### src/hw/rtl/qfa_pkg.sv
package qfa_pkg;

    localparam int WordBits     = 32;
    localparam int FractionBits = 16;

    localparam logic [3:0] OP_ADD   = 4'd0;
    localparam logic [3:0] OP_SUB   = 4'd1;
    localparam logic [3:0] OP_MUL   = 4'd2;
    localparam logic [3:0] OP_DIV   = 4'd3;
    localparam logic [3:0] OP_FLOOR = 4'd4;
    localparam logic [3:0] OP_FRAC  = 4'd5;
    localparam logic [3:0] OP_INC   = 4'd6;
    localparam logic [3:0] OP_DEC   = 4'd7;

    typedef struct packed {
        logic                valid;
        logic [3:0]          op;
        logic [WordBits-1:0] res;
        logic                less;
        logic                equal;
        logic                neg;
        logic                dz;
    } t_side;

endpackage

### src/hw/rtl/qfa_div_stage.sv
module qfa_div_stage #(
    parameter int FRACTION_BITS = qfa_pkg::FractionBits
) (
    input  logic                                      i_clk,
    input  logic                                      i_rst_n,
    input  logic                                      i_en,
    input  logic [qfa_pkg::WordBits-1:0]              i_rem,
    input  logic [qfa_pkg::WordBits+FRACTION_BITS-1:0] i_nq,
    input  logic [qfa_pkg::WordBits-1:0]              i_d,
    input  qfa_pkg::t_side                            i_side,
    output logic [qfa_pkg::WordBits-1:0]              o_rem,
    output logic [qfa_pkg::WordBits+FRACTION_BITS-1:0] o_nq,
    output logic [qfa_pkg::WordBits-1:0]              o_d,
    output qfa_pkg::t_side                            o_side
);

    localparam int NQ = qfa_pkg::WordBits + FRACTION_BITS;

    logic [qfa_pkg::WordBits:0]   w_trial;
    logic [qfa_pkg::WordBits:0]   w_diff;
    logic                         w_ge;
    logic [qfa_pkg::WordBits-1:0] n_rem;
    logic [NQ-1:0]                n_nq;

    logic [qfa_pkg::WordBits-1:0] r_rem;
    logic [NQ-1:0]                r_nq;
    logic [qfa_pkg::WordBits-1:0] r_d;
    qfa_pkg::t_side               r_side;

    assign w_trial = {i_rem, i_nq[NQ-1]};
    assign w_diff  = w_trial - {1'b0, i_d};
    assign w_ge    = w_trial >= {1'b0, i_d};
    assign n_rem   = w_ge ? w_diff[qfa_pkg::WordBits-1:0] : w_trial[qfa_pkg::WordBits-1:0];
    assign n_nq    = {i_nq[NQ-2:0], w_ge};

    always_ff @(posedge i_clk) begin
        if (!i_rst_n) begin
            r_side.valid <= 1'b0;
        end else if (i_en) begin
            r_side.valid <= i_side.valid;
        end
        if (i_en) begin
            r_rem        <= n_rem;
            r_nq         <= n_nq;
            r_d          <= i_d;
            r_side.op    <= i_side.op;
            r_side.res   <= i_side.res;
            r_side.less  <= i_side.less;
            r_side.equal <= i_side.equal;
            r_side.neg   <= i_side.neg;
            r_side.dz    <= i_side.dz;
        end
    end

    assign o_rem  = r_rem;
    assign o_nq   = r_nq;
    assign o_d    = r_d;
    assign o_side = r_side;

endmodule

### config.mk
export PLATFORM = sky130hd
export DESIGN_NAME = qfa_div_stage
export DESIGN_NICKNAME = d
export VERILOG_FILES = /design/src/hw/rtl/qfa_pkg.sv /design/src/hw/rtl/qfa_div_stage.sv
export SDC_FILE = /design/constraint.sdc
export NUM_CORES = 1
export LEC_CHECK = 0
export BUFFER_PORTS_ARGS = -buffer_cell sky130_fd_sc_hd__buf_2
export CORE_MARGIN = 4
export CORE_UTILIZATION = 45
export DETAILED_ROUTE_END_ITERATION = 12
export GPL_ROUTABILITY_DRIVEN = 1
export PLACE_DENSITY_LB_ADDON = 0.3
export SLEW_MARGIN = 20
export SYNTH_ARGS = -nofsm -noshare
export SYNTH_HDL_FRONTEND = slang
export SYNTH_SLANG_ARGS = --single-unit
### constraint.sdc
create_clock -name i_clk -period 5.85 [get_ports i_clk]
set_input_delay 0.2925 -clock i_clk [delete_from_list [all_inputs] [get_ports i_clk]]
set_output_delay 0.2925 -clock i_clk [all_outputs]
set_load 0.1 [all_outputs]
==> results by group <==
Synthesis
  • FF+latch count, synth: 153
  • Mapped Cells: 498
  • Post-synth top area share: 67.0%
  • Synth Flop Type: edfxtp_1
  • Number of distinct library cells after synthesis: 48
  • EDFF count, synth: 152
  • Syn Std Cell Area: 6810 um^2
  • Register area share after synthesis: 67.3%
  • Synthesis warning total: 0
  • Count leader, synth: edfxtp_1
  • Synth Area per Inst: about 14 um^2
  • Cell taking the most area after synthesis: edfxtp_1
  • Fraction of registers with async set/reset: 0%
  • Most frequent cells after synthesis: 152 x edfxtp_1, 54 x a21oi_1, 38 x inv_1, 36 x nor2_1, 32 x ha_1
  • Top cells by area, synth: edfxtp_1 67%, ha_1 5.9%, a21oi_1 4.0%, inv_1 2.1%, xnor2_1 2.1%
  • Net count after synthesis: 687

Worst setup path
  • Critical Path Max Stage Delay: 410 ps
  • Startpoint types: input pin
  • Worst Setup End Kind: register
  • Critical path start-end classification: input pin to register
  • Worst R2R Path Depth: 2
  • Worst Path Required: around 6000 ps
  • Crit path max-delay family: compound AO/OA/AOI/OAI gates
  • Critical Path AT: 3320 ps
  • Worst Path Buf+Inv: 2
  • Levels on crit path: 13
  • Worst R2R Start: o_side[40]$_SDFFE_PN0P_
  • Cell mode on critical path: a21oi_1
  • Cell Chain, Critical Path: buf_2, inv_1, ha_1, fa_1, nand2b_1, a21oi_1, o21ai_0, o311a_1, a31oi_1, a21oi_1, o41ai_1, xor2_1, mux2_1
  • Setup crit start: i_nq[47]
  • Critical-path top delay cell: o311a_1
  • CP max FO: 4

GRT
  • Grt ovf: 0
  • Initial antenna violation count: 0
  • First-pass GRT wire length: 27100 um
  • Vias in the first global route: about 5200
  • Total track usage: 21.0%
  • Largest net degree at the start of global routing: 90

Job
  • Max_cap viols: 0

STA
  • Finish-stage setup viols: 0
  • Fin crit share: 53.9%
  • Final hold vios: 0
  • Post-layout min period: 3160 ps
  • Worst-Margin Slew: 841 ps
  • Slew Limit Fails: 0
  • Worst setup slack after layout: 2690 ps
  • Max-Slew Margin vs Limit: 43.9%
  • Setup TNS: 0 ps
  • Skew final: 0 ps
  • Fmax: around 320 MHz
  • RSZ-0062 raised after global routing: false

Final layout
  • Nets: 1000
  • FF+latch area: 4580 um^2
  • Diodes inserted: 0
  • Share of cells above drive strength 1: between 40% and 50%
  • Final Instance Area: ~9000 um^2
  • Area of the multi-input gates: 1990 um^2
  • Fillers: 1188
  • Area delta synth->final: 33.5%

Pwr
  • Lkg Pwr: 4.05 nW
  • Worst vdd ir: about 0.22 mV
  • PwrDens: 399 nW/um^2

Detailed routing
  • DR DRC count: 0
  • Vias: 5173
  • Initial DRT Pass Iterations: 4
  • WL per Instance: 18.5 um
  • WL final: 18700 um
  • Initial DRC count: 275
  • Routed Antenna Nets: 0
  • Vias/cell: 5.13

Floorplan
  • Rows: 44
  • Chip Width: 131 um
  • Die Span Y: 131 um
  • Total core area: 14700 um^2
  • Starting density of the core: 46.3%
  • DIE AREA: 17200 um^2
  • Boundary pin count: just over 300

Place
  • DP Area: roughly 8500 um^2
  • PortBufs: 308
  • Final RePlAce weighted congestion: 0.884
  • Pre-CTS setup slack: 2340 ps
  • HPWL after DPL: 14500 um

CTS
  • Hold buffer count at CTS: 0
  • Clock buffer count from CTS: 17
  • CTS clk-pin slew, worst paths: approximately 60 ps
  • Post-CTS Setup Bufs: 0
  • # H-tree levels: 4
  • Max clock buf depth: 2
  • CTS tree: built
  • Root Buffer: clkbuf_16
  • Sink Count: around 150
  • Clk_lat worst skew: around 400 ps
  • Post-CTS sizing: 0

Min path
  • Hold Path Class: input pin to register
  • Hold path depth: 1
  • Min-delay src: i_side[11]

Outcome
  • Status: finished, final reports clean
[path summary, 6_finish.rpt]
kind	end	slack, ps
setup / recovery	o_rem[30]$_DFFE_PP_	2690
hold / removal	o_side[11]$_DFFE_PP_	50
setup reg to reg	o_side[40]$_SDFFE_PN0P_	5260
hold reg to reg	o_side[40]$_SDFFE_PN0P_	520
[flip-flops by register name, summed over array words and instances (netlist names)]
signal,cells
o_d,32
o_nq,48
o_rem,32
o_side,41
[cell type report]
cell class	instances	share of cell area [%]
sequential	153	50.4
inverter	38	1.57
tap	184	2.53
clock buffer	18	4.72
timing repair buffer	311	17.3
clock inverter	14	1.50
multi-input combinational	290	21.9
[cell usage in the layout (no fill, tap or decap), types with 3 or more instances in the layout]
| master | n |
|---|---|
| buf_2 | 307 |
| edfxtp_1 | 152 |
| a21oi_1 | 54 |
| inv_1 | 38 |
| nor2_1 | 36 |
| ha_1 | 32 |
| nand2_1 | 27 |
| clkbuf_16 | 17 |
| o21ai_0 | 16 |
| xnor2_1 | 16 |
| a21o_1 | 12 |
| xor2_1 | 11 |
| nand3_1 | 8 |
| nand4_1 | 7 |
| o21a_1 | 6 |
| mux2_2 | 6 |
| inv_6 | 6 |
| a31oi_1 | 5 |
| o211ai_1 | 4 |
| nor4_1 | 4 |
| nand2b_1 | 4 |
| mux2_1 | 4 |
| nor2b_1 | 3 |
| o21bai_1 | 3 |
| a211oi_1 | 3 |
| mux2i_1 | 3 |
| clkinvlp_4 | 3 |
| buf_4 | 3 |
[worst register-to-register path, cell delays in order, from the launching register on]
cell and delay, ps:
dfxtp_1 310, mux2i_1 120, nor2b_1 60
[layer usage]
layer  vias to the layer above  wire, um  track usage (%)
met3                        23      1550             7.11
li1                       2488         -                -
met5                         -         0                0
met2                       198      9970             37.1
met1                      2464      6890             24.2
met4                         0       278             6.35
[logic make-up after synthesis]
group | synth area share, %
flops | 67.3
compound gates | 10.8
simple gates | 6.75
buf+inv | 3.36
fa+ha+maj | 6.18
xor+xnor | 3.47
mux | 2.10
[through the flow]
step                      cells  hold slack (ps)  total power [W]  utilization (%)
after global placement      976              469          0.00258             58.0
after CTS                  1008             24.1          0.00366             61.8
after detailed placement    976              471          0.00259             58.0
after floorplan             498              391          0.00235                -
final                      1008             49.5          0.00362             61.8
after global routing       1008             22.2          0.00376             61.8
[where the power goes]
group / total [W] / switching [W] / internal [W]
clock: 0.00106 / 0.000461 / 0.000597
combinational: 0.00121 / 0.000993 / 0.000214
sequential: 0.00136 / 0.0000250 / 0.00133
total: 0.00362 / 0.00148 / 0.00214
Note: power is estimated with default switching activity, not from simulation.
